==> config.mk <==
export PLATFORM = sky130hd
export DESIGN_NAME = trimmed_mean_adc_scaler
export DESIGN_NICKNAME = d
export VERILOG_FILES = /design/src/hdl/tmas_pkg.sv /design/src/hdl/tmas_ctrl.sv /design/src/hdl/tmas_dp.sv /design/src/hdl/trimmed_mean_adc_scaler.sv
export VERILOG_INCLUDE_DIRS = /design/src /design/src/hdl
export SDC_FILE = /design/constraint.sdc
export NUM_CORES = 1
export LEC_CHECK = 0
export ABC_AREA = 0
export BUFFER_PORTS_ARGS = -buffer_cell sky130_fd_sc_hd__buf_2
export CAP_MARGIN = 20
export CORE_ASPECT_RATIO = 1.75
export CORE_UTILIZATION = 58
export CTS_BUF_LIST = sky130_fd_sc_hd__clkbuf_8
export CTS_CLUSTER_SIZE = 12
export DETAILED_ROUTE_END_ITERATION = 12
export PLACE_DENSITY = 0.8
export SYNTH_ARGS = -nofsm -noshare
export SYNTH_HDL_FRONTEND = slang
export SYNTH_SLANG_ARGS = --single-unit
==> constraint.sdc <==
create_clock -name clk_i -period 3.7 [get_ports clk_i]
set_input_delay 0.185 -clock clk_i [delete_from_list [all_inputs] [get_ports clk_i]]
set_output_delay 0.185 -clock clk_i [all_outputs]
set_load 0.005 [all_outputs]
==> src/hdl/trimmed_mean_adc_scaler_macros.svh <==
// assertion macros for the trimmed mean scaler
`ifndef TRIMMED_MEAN_ADC_SCALER_MACROS_SVH
`define TRIMMED_MEAN_ADC_SCALER_MACROS_SVH

// checked on every rising edge once reset has been released
`define TMAS_ASSERT(label, prop, msg) \
  label: assert property (@(posedge clk_i) disable iff (!rst_ni) (prop)) else $error(msg);

// checked on every rising edge, reset included
`define TMAS_ASSERT_ALWAYS(label, prop, msg) \
  label: assert property (@(posedge clk_i) (prop)) else $error(msg);

`endif

==> src/hdl/tmas_pkg.sv <==
// shared types and constants of the trimmed mean scaler
`default_nettype none

package tmas_pkg;

  localparam int unsigned CntW         = 8;
  localparam int unsigned CntReset     = 20;
  localparam int unsigned MinCount     = 3;
  localparam int unsigned VoltW        = 9;
  localparam int unsigned PressW       = 16;
  localparam int unsigned VoltGain     = 320;
  localparam int unsigned PressGain    = 28928;
  localparam int unsigned PressGainW   = 15;
  localparam int unsigned PressOffset  = 1930;

  // commands from the controller to the datapath
  typedef struct packed {
    logic accept;    // take one sample into the burst
    logic load;      // form the trimmed sum, clear the burst
    logic div_step;  // one quotient bit
    logic mul;       // register the two scaling products
    logic emit;      // load the output register
  } tmas_cmd_t;

  // status from the datapath
  typedef struct packed {
    logic burst_done;  // the next accepted sample completes the burst
    logic div_last;    // the current step gives the last quotient bit
  } tmas_stat_t;

endpackage

`default_nettype wire

==> src/hdl/tmas_ctrl.sv <==
// controller: sequences accept, divide, scale and output
`default_nettype none

module tmas_ctrl
  import tmas_pkg::*;
(
  input  wire logic       clk_i,
  input  wire logic       rst_ni,
  input  wire logic       s_valid_i,
  input  wire logic       m_ready_i,
  input  wire tmas_stat_t stat_i,
  output logic            s_ready_o,
  output logic            m_valid_o,
  output tmas_cmd_t       cmd_o
);

  localparam logic [2:0] StIdle = 3'd0;
  localparam logic [2:0] StLoad = 3'd1;
  localparam logic [2:0] StDiv  = 3'd2;
  localparam logic [2:0] StMul  = 3'd3;
  localparam logic [2:0] StEmit = 3'd4;

  logic [2:0] state_q, state_d;
  logic       m_valid_q, m_valid_d;

  always_comb begin
    state_d = state_q;
    cmd_o   = '0;
    unique case (state_q)
      StIdle: begin
        if (s_valid_i) begin
          cmd_o.accept = 1'b1;
          if (stat_i.burst_done) begin
            state_d = StLoad;
          end
        end
      end
      StLoad: begin
        cmd_o.load = 1'b1;
        state_d    = StDiv;
      end
      StDiv: begin
        cmd_o.div_step = 1'b1;
        if (stat_i.div_last) begin
          state_d = StMul;
        end
      end
      StMul: begin
        cmd_o.mul = 1'b1;
        state_d   = StEmit;
      end
      StEmit: begin
        // wait until the previous result has left the output register
        if (!m_valid_q || m_ready_i) begin
          cmd_o.emit = 1'b1;
          state_d    = StIdle;
        end
      end
      default: begin
        state_d = StIdle;
      end
    endcase
  end

  always_comb begin
    m_valid_d = m_valid_q;
    if (cmd_o.emit) begin
      m_valid_d = 1'b1;
    end else if (m_ready_i) begin
      m_valid_d = 1'b0;
    end
  end

  always_ff @(posedge clk_i or negedge rst_ni) begin
    if (!rst_ni) begin
      state_q   <= StIdle;
      m_valid_q <= 1'b0;
    end else begin
      state_q   <= state_d;
      m_valid_q <= m_valid_d;
    end
  end

  assign s_ready_o = (state_q == StIdle);
  assign m_valid_o = m_valid_q;

endmodule

`default_nettype wire

==> src/hdl/tmas_dp.sv <==
// datapath: burst accumulation, serial divider and scaling
`default_nettype none

module tmas_dp
  import tmas_pkg::*;
#(
  parameter int unsigned SAMPLE_WIDTH = 12
) (
  input  wire logic                      clk_i,
  input  wire logic                      rst_ni,
  input  wire logic [SAMPLE_WIDTH-1:0]   sample_i,
  input  wire logic                      cfg_we_i,
  input  wire logic [CntW-1:0]           cfg_data_i,
  input  wire tmas_cmd_t                 cmd_i,
  output tmas_stat_t                     stat_o,
  output logic [SAMPLE_WIDTH-1:0]        average_o,
  output logic [VoltW-1:0]               volts_centi_o,
  output logic signed [PressW-1:0]       pressure_centi_o
);

  localparam int unsigned SumW   = SAMPLE_WIDTH + CntW;
  localparam int unsigned DivCntW = $clog2(SumW);
  localparam int unsigned VProdW = SAMPLE_WIDTH + VoltW;
  localparam int unsigned PProdW = SAMPLE_WIDTH + PressGainW;
  localparam int unsigned PDiffW = PProdW + 2;
  localparam logic [SAMPLE_WIDTH-1:0] FullScale = '1;
  localparam logic [PDiffW-1:0] OffsetScaled = PDiffW'(PressOffset) << SAMPLE_WIDTH;

  logic [CntW-1:0]         count_cfg_q;
  logic [SumW-1:0]         sum_q;
  logic [SAMPLE_WIDTH-1:0] max_q, min_q;
  logic [CntW-1:0]         taken_q;
  logic [CntW-1:0]         burst_len;
  logic [CntW:0]           taken_next;

  logic [SumW-1:0]         quo_q;
  logic [CntW-1:0]         rem_q;
  logic [CntW-1:0]         divisor_q;
  logic [DivCntW-1:0]      div_cnt_q;
  logic [CntW:0]           trial;
  logic [CntW:0]           trial_diff;
  logic                    qbit;

  logic [VProdW-1:0]       vprod_q;
  logic [PProdW-1:0]       pprod_q;
  logic signed [PDiffW-1:0] pdiff, pround;

  logic [SAMPLE_WIDTH-1:0] avg_q;
  logic [VoltW-1:0]        volts_q;
  logic signed [PressW-1:0] press_q;

  // burst length below three counts as three
  assign burst_len  = (count_cfg_q < CntW'(MinCount)) ? CntW'(MinCount) : count_cfg_q;
  assign taken_next = {1'b0, taken_q} + 1'b1;

  assign stat_o.burst_done = (taken_next >= {1'b0, burst_len});
  assign stat_o.div_last   = (div_cnt_q == '0);

  always_ff @(posedge clk_i or negedge rst_ni) begin
    if (!rst_ni) begin
      count_cfg_q <= CntW'(CntReset);
    end else if (cfg_we_i) begin
      count_cfg_q <= cfg_data_i;
    end
  end

  always_ff @(posedge clk_i or negedge rst_ni) begin
    if (!rst_ni) begin
      sum_q   <= '0;
      max_q   <= '0;
      min_q   <= FullScale;
      taken_q <= '0;
    end else if (cmd_i.accept) begin
      sum_q   <= sum_q + SumW'(sample_i);
      max_q   <= (sample_i > max_q) ? sample_i : max_q;
      min_q   <= (sample_i < min_q) ? sample_i : min_q;
      taken_q <= taken_next[CntW-1:0];
    end else if (cmd_i.load) begin
      sum_q   <= '0;
      max_q   <= '0;
      min_q   <= FullScale;
      taken_q <= '0;
    end
  end

  // restoring division, one quotient bit a cycle, msb first
  assign trial      = {rem_q, quo_q[SumW-1]};
  assign trial_diff = trial - {1'b0, divisor_q};
  assign qbit       = (trial >= {1'b0, divisor_q});

  always_ff @(posedge clk_i) begin
    if (cmd_i.load) begin
      quo_q     <= sum_q - SumW'(max_q) - SumW'(min_q);
      rem_q     <= '0;
      divisor_q <= burst_len - CntW'(2);
      div_cnt_q <= DivCntW'(SumW - 1);
    end else if (cmd_i.div_step) begin
      rem_q     <= qbit ? trial_diff[CntW-1:0] : trial[CntW-1:0];
      quo_q     <= {quo_q[SumW-2:0], qbit};
      div_cnt_q <= div_cnt_q - 1'b1;
    end
  end

  always_ff @(posedge clk_i) begin
    if (cmd_i.mul) begin
      vprod_q <= VProdW'(quo_q[SAMPLE_WIDTH-1:0]) * VProdW'(VoltGain);
      pprod_q <= PProdW'(quo_q[SAMPLE_WIDTH-1:0]) * PProdW'(PressGain);
    end
  end

  // truncate toward zero: bias negative values before the arithmetic shift
  assign pdiff  = $signed({2'b00, pprod_q}) - $signed(OffsetScaled);
  assign pround = pdiff[PDiffW-1] ? (pdiff + $signed(PDiffW'(FullScale))) : pdiff;

  always_ff @(posedge clk_i) begin
    if (cmd_i.emit) begin
      avg_q   <= quo_q[SAMPLE_WIDTH-1:0];
      volts_q <= vprod_q[SAMPLE_WIDTH +: VoltW];
      press_q <= pround[SAMPLE_WIDTH +: PressW];
    end
  end

  assign average_o        = avg_q;
  assign volts_centi_o    = volts_q;
  assign pressure_centi_o = press_q;

endmodule

`default_nettype wire

==> src/hdl/trimmed_mean_adc_scaler.sv <==
// Trimmed mean ("olympic") filter with voltage and pressure scaling. Each sample is
// accepted in one cycle while a burst fills. The sample that completes a burst of
// sample_count samples starts the result path: the load step drops the largest and
// smallest sample, the bit-serial divider forms the mean, the scaling multipliers are
// registered and the output register is loaded, and no new sample is taken until that
// last step is done. The output register holds a finished result while the next burst
// fills; the final step waits only if the previous result has still not been taken. A
// sample_count below three acts as three.
`default_nettype none

`include "trimmed_mean_adc_scaler_macros.svh"

module trimmed_mean_adc_scaler
  import tmas_pkg::*;
#(
  parameter int unsigned SAMPLE_WIDTH = 12
) (
  input  wire logic                    clk_i,
  input  wire logic                    rst_ni,
  // sample
  input  wire logic [((SAMPLE_WIDTH+7)/8)*8-1:0] s_axis_tdata,
  input  wire logic                    s_axis_tvalid,
  output logic                         s_axis_tready,
  // average, volts_centi, pressure_centi
  output logic [((SAMPLE_WIDTH+VoltW+PressW+7)/8)*8-1:0] m_axis_tdata,
  output logic                         m_axis_tvalid,
  input  wire logic                    m_axis_tready,
  input  wire logic                    cfg_valid_i,
  output logic                         cfg_ready_o,
  input  wire logic [CntW-1:0]         cfg_data_i
);

  localparam int unsigned OutTdW = ((SAMPLE_WIDTH + VoltW + PressW + 7) / 8) * 8;

  tmas_cmd_t                cmd;
  tmas_stat_t               stat;
  logic [SAMPLE_WIDTH-1:0]  average;
  logic [VoltW-1:0]         volts_centi;
  logic signed [PressW-1:0] pressure_centi;

  tmas_ctrl u_ctrl (
    .clk_i     (clk_i),
    .rst_ni    (rst_ni),
    .s_valid_i (s_axis_tvalid),
    .m_ready_i (m_axis_tready),
    .stat_i    (stat),
    .s_ready_o (s_axis_tready),
    .m_valid_o (m_axis_tvalid),
    .cmd_o     (cmd)
  );

  tmas_dp #(
    .SAMPLE_WIDTH (SAMPLE_WIDTH)
  ) u_dp (
    .clk_i            (clk_i),
    .rst_ni           (rst_ni),
    .sample_i         (s_axis_tdata[SAMPLE_WIDTH-1:0]),
    .cfg_we_i         (cfg_valid_i),
    .cfg_data_i       (cfg_data_i),
    .cmd_i            (cmd),
    .stat_o           (stat),
    .average_o        (average),
    .volts_centi_o    (volts_centi),
    .pressure_centi_o (pressure_centi)
  );

  assign cfg_ready_o  = 1'b1;
  assign m_axis_tdata = OutTdW'({pressure_centi, volts_centi, average});

  `TMAS_ASSERT_ALWAYS(a_cmd_onehot, $onehot0(cmd), "more than one datapath command at once")
  `TMAS_ASSERT(a_busy_no_accept, (cmd.load || cmd.div_step || cmd.mul) |-> !s_axis_tready,
    "sample accepted while a result is being computed")
  `TMAS_ASSERT(a_valid_from_emit, $rose(m_axis_tvalid) |-> $past(cmd.emit),
    "result shown without a completed burst")

endmodule

`default_nettype wire

Word level (Yosys, flattened, before mapping)
Index checks and enable logic that the tools add are counted.
{ "word_totals": {"ff_bits": 176, "latch_bits": 0, "mem_bits_rw": 0, "mem_bits_ro": 0, "in_bits": 29, "out_inout_bits": 43, "wordCells": 81, "memories": 0} }
{ "op_classes": {"addsub": 9, "mul": 2, "n_div": 0, "n_lt_le_gt_ge": 5, "n_eq_ne": 10, "shifts": 0, "muxes": 29, "n_bitwise": 0, "n_reduce_logical": 10} }
{ "ops": {"columns": ["op", "count"], "rows": [
  ["$mux 20", 4],
  ["$mux 12", 6],
  ["$sub 20x12->20", 2],
  ["$mux 8", 4],
  ["$add 28x13->28 const B", 1],
  ["$mux 28", 1],
  ["$sub 27x23->28 const B", 1],
  ["$add 20x12->20", 1],
  ["$mul 12x7->19 const B", 1],
  ["$ge 9x8->1", 2],
  ["$mul 12x3->15 const B", 1],
  ["$pmux 3 s5", 1],
  ["$gt 12x12->1", 1],
  ["$lt 12x12->1", 1],
  ["$mux 3", 4],
  ["$add 8x1->9 const B", 1],
  ["$mux 1", 9],
  ["$lt 8x2->1 const B", 1],
  ["$ne 2x1->1 const B", 4],
  ["$sub 8x2->8 const B", 1],
  ["$sub 8x8->8", 1],
  ["$eq 3x2->1 const B", 2],
  ["$reduce_bool 2->1", 3],
  ["$logic_not 5->1", 1],
  ["9 further kinds", 11]
]} }

Depth between registers and ports, before layout
{ "logic_depth": {"word_depth": 6, "depth_mapped": 16, "ltp_nobuf": 16} }

Hierarchy
Synthesis repeated with hierarchy kept, for this count alone.
{ "hier_totals": {"hier_cells": 1132, "area_unflattened_um2": 11700.0} }
{ "by_module_without_submodules": {"columns": ["mod", "instances", "cells_per_inst", "area_per_inst_um2", "seq_area_each_um2"], "rows": [
  ["tmas_dp", 1, 1106, 11447.2, 4571.9],
  ["tmas_ctrl", 1, 20, 215.2, 100.1],
  ["trimmed_mean_adc_scaler", 1, 6, 37.5, 0.0]
]} }

Least setup slack after synthesis
Ideal clock, no wire load.
{ "synth_path": {"path_type": "register to register", "startpoint": "register u_dp.quo_q[4]", "endpoint": "register u_dp.pprod_q[26], data pin", "setup_time_ns": 0.260, "t_arrival_ns": 3.530, "required_ns": 3.440, "setup_slack_ns": -0.090, "stages_incl_launch_ff": 16, "path_buffers": 0, "period_less_slack_ns": 3.790, "cell_sequence": "edfxtp_1 > inv_1 > fa_1 > inv_1 > ha_1 > ha_1 > inv_1 > fa_1 > inv_1 > ha_1 > o311a_1 > nand4_1 > a31oi_1 > a21o_1 > a21oi_1 > xnor2_1"} }
{ "synth_between": {"elab_chain_cells": 1} }
{ "synth_lines": {"columns": ["item", "line_no", "text"], "rows": [
  ["from (decl)", "tmas_dp.sv:36", "logic [SumW-1:0] quo_q;"],
  ["from (signal assigned)", "tmas_dp.sv:93", "quo_q <= sum_q - SumW'(max_q) - SumW'(min_q);"],
  ["from (signal assigned)", "tmas_dp.sv:99", "quo_q <= {quo_q[SumW-2:0], qbit};"],
  ["$mul 12x7->19", "tmas_dp.sv:107", "pprod_q <= PProdW'(quo_q[SAMPLE_WIDTH-1:0]) * PProdW'(PressGain);"],
  ["to (signal assigned)", "tmas_dp.sv:107", null],
  ["to (decl)", "tmas_dp.sv:45", "logic [PProdW-1:0] pprod_q;"]
]} }
No other way between the ends.
A chain may end at the register's enable or synchronous reset.

Final worst setup path
{ "layout_path": {"startpoint": "register u_dp.quo_q[3]", "endpoint": "register u_dp.pprod_q[26], data pin"} }
The elaborated chain is that of the path after synthesis.

==> results.ini <==
[outcome]
outcome = finished, final reports clean

[placement]
dpl.hpwl_um = 17900
dp_slack_ns = -0.224
placement.io_buffers = 63
gp_congestion = 0.914

[logic_synthesis]
seq_area_frac_synth = 0.405
synth_top_area_cell = edfxtp_1
synth-edff-count = 93
synth.cell_area_um2 = 11500
synthArstFlopShare = 0.376
ys_ff_latch = 170
ys_top_cells_by_area = edfxtp_1 24%, ha_1 15%, dfrtp_1 11%, fa_1 5.2%, xnor2_1 4.3%
synth_cell_types = 66
ys.flop_type = edfxtp_1
synth_top_area_frac = 0.242
syn_area_per_cell_um2 = 10.1
yosysWarnings = 0
synthCells = 1143

[global_routing]
grt_antenna_before_repair = 0
grt_max_degree = 61
gr-usage-all-layers = 0.252
grt_pass1_wl_um = 40400
gr-total-overflow = 0
grt_pass1_vias = 9025

[floorplan]
die_w_um = 109
die_y_um = 189
std_cell_rows = 67
core_um2 = 19400
start_util = 0.596
dieArea_um2 = 20500
ios = 72

[sta]
final-setup-viol-count = 0
worstMarginPinSlew_ns = 0.937
worst_slack_ns = 0.0608
slew-limit-headroom = 0.376
max_freq_ghz = 0.275
skew_ns = 0.0139
fin_tns_setup_ns = 0
maxSlewViolCount = 0
fin_crit_sh = 0.984
fin_crit_ns = 3.64
rsz0062_at_grt = true
finalHoldViolations = 0

[drt]
wire_per_inst_um = 16.2
dr.pass1.iters = 5
wirelength_um = 24600
vias = 8791
remaining_drc_errors = 0
ant_nets = 0
drt-initial-drc-count = 407
vias_per_cell = 5.81

[setup_path]
start_kind = register
crit_path_end_kind = register
critPathRequiredTime_ns = 3.94
arrival_ns = 3.88
worst_path_max_delay_cell = fa_1
worstPathMaxFanout = 3
crit_buf_inv = 3
critPathTopFamily = adder cells
crit_top_cell = fa_1
worstSetupPathType = reg2reg
crit_chain = inv_2, buf_4, fa_1, inv_1, ha_1, ha_2, fa_1, ha_4, o21ai_1, o21ai_2, nand4_1, a31oi_2, a21o_1, a21oi_2, xnor2_1
slowest_delay_ns = 0.51

[finish]
finalNetCount = 1453
drive_above_1_share = 0.159
diodes = 0
area_growth_syn_to_layout_pct = 14.4

[flow_run]
drv_cap = 0

[clock_tree]
cts.htree.levels = 4
clockBufferDepth = 2
clock-root-buffer = clkbuf_8
cts_sinks = 170
cts_buffers = 17
clock_latency_ns = 0.49
clk_pin_slew_worst_paths_ns = 0.09
cts_tree = built

[hold_path]
hold_path.class = in2reg

-- registers in the layout, summed over array words and instances, names as in the netlist, 9 cells and up --
signal and count:
u_dp.average_o 12, u_dp.volts_centi_o 9, u_dp.pprod_q 17, u_dp.vprod_q 11, u_dp.sum_q 20, u_dp.max_q 12
u_dp.min_q 12, u_dp.pressure_centi_o 16, u_dp.quo_q 20
-- Yosys cell counts (all sizes together) (3+ instances only) --
| cell type | n |
|---|---|
| or4 | 4 |
| o221ai | 3 |
| nand2b | 14 |
| xnor2 | 57 |
| a22o | 9 |
| o21ai | 86 |
| nor2b | 7 |
| nor4b | 4 |
| ha | 135 |
| xor2 | 23 |
| fa | 30 |
| a211oi | 6 |
| mux2 | 4 |
| nand4 | 11 |
| a21o | 19 |
| o21a | 7 |
| and2 | 5 |
| o31ai | 7 |
| a21boi | 5 |
| buf | 5 |
| dfrtp | 50 |
| dfstp | 14 |
| nor4 | 6 |
| and3 | 8 |
| o22ai | 3 |
| mux2i | 21 |
| nor3 | 26 |
| a21oi | 55 |
| inv | 100 |
| nand2 | 95 |
| edfxtp | 93 |
| nand3 | 31 |
| a31oi | 22 |
| o211ai | 11 |
| clkbuf | 30 |
| dfxtp | 13 |
| or2 | 7 |
| nor3b | 4 |
| nor2 | 83 |
| o21bai | 7 |
-- routing by layer --
layer	vias up	global-route usage	routed length, µm
met4	0	0.129	1040
met2	198	0.473	13700
met5	-	0	0
met1	4222	0.257	9110
li1	4298	-	-
met3	73	0.0443	729
-- per-stage QoR --
step	area, µm²	hold WS, ns	utilization	instances
2_1_floorplan	11600	-0.111	-	1145
3_3_place_gp	12300	0.390	0.636	1452
3_5_place_dp	12300	0.378	0.636	1452
4_1_cts	13100	0.0149	0.676	1512
5_1_grt	13200	0.0652	0.682	1513
6_report	13200	0.0666	0.682	1513
-- worst reg2reg max path, stage by stage, from the launching register on --
cell	delay (ns)
edfxtp_1	0.39
inv_2	0.08
buf_4	0.14
fa_1	0.47
inv_1	0.04
ha_1	0.32
ha_2	0.21
fa_1	0.51
ha_4	0.29
o21ai_1	0.08
o21ai_2	0.17
nand4_1	0.17
a31oi_2	0.20
a21o_1	0.15
a21oi_2	0.06
xnor2_1	0.12
-- cell families (layout without fill, tap and decap cells) --
logic type	after synthesis	after routing	share of synthesized area
XOR/XNOR	80	80	0.0607
flip-flops	170	170	0.405
buffers and inverters	136	263	0.0462
other	2	4	0.000650
multiplexers	25	25	0.0221
adder cells (fa/ha/maj)	165	165	0.198
AO/OA/AOI/OAI	257	257	0.139
AND/OR/NAND/NOR	308	308	0.128
-- cells in the final DEF, fill, tap and decap left out, drive strengths merged, types with 25 or more instances in the layout --
cell type / count
a21oi: 55
inv: 106
xnor2: 57
ha: 135
buf: 105
nor2: 83
nand2: 95
dfrtp: 50
dlygate4sd3: 25
nor3: 26
o21ai: 86
nand3: 31
fa: 30
edfxtp: 93
-- timing repair --
item	4_1_cts	5_1_grt
endpoints found under the hold margin	59	0
setup endpoints to repair	4	4
pin swaps	15	15
gates resized for setup	13	19
buffers inserted	3	1
hold buffers	25	0
-- worst paths after layout --
check / from / end / slack [ns] / depth (start not counted)
worst max register to register: u_dp.quo_q[3] / u_dp.pprod_q[26] / 0.06 / 15
worst min register to register: u_dp.vprod_q[19] / u_dp.volts_centi_o[7] / 0.43 / 0
worst min-delay path: cfg_valid_i / u_dp.count_cfg_q[3] / 0.07 / 2
min in group asynchronous: rst_ni / u_dp.sum_q[11] / 0.37 / 2
max in group asynchronous: rst_ni / u_dp.count_cfg_q[4] / 2.38 / 3
worst max-delay path: u_dp.quo_q[3] / u_dp.pprod_q[26] / 0.06 / 15
-- final cells by class --
class / count / area (µm²)
clock inverters: 15 / 210
repair buffers: 130 / 881
flip-flops and latches: 170 / 4670
fillers: 1454 / 6150
multi-input cells: 839 / 6540
inverters: 101 / 379
clock buffers: 17 / 234
well taps: 241 / 302
Power is not shown: default switching activity piles up to over one toggle a cycle in this logic, so the estimate is an artifact.
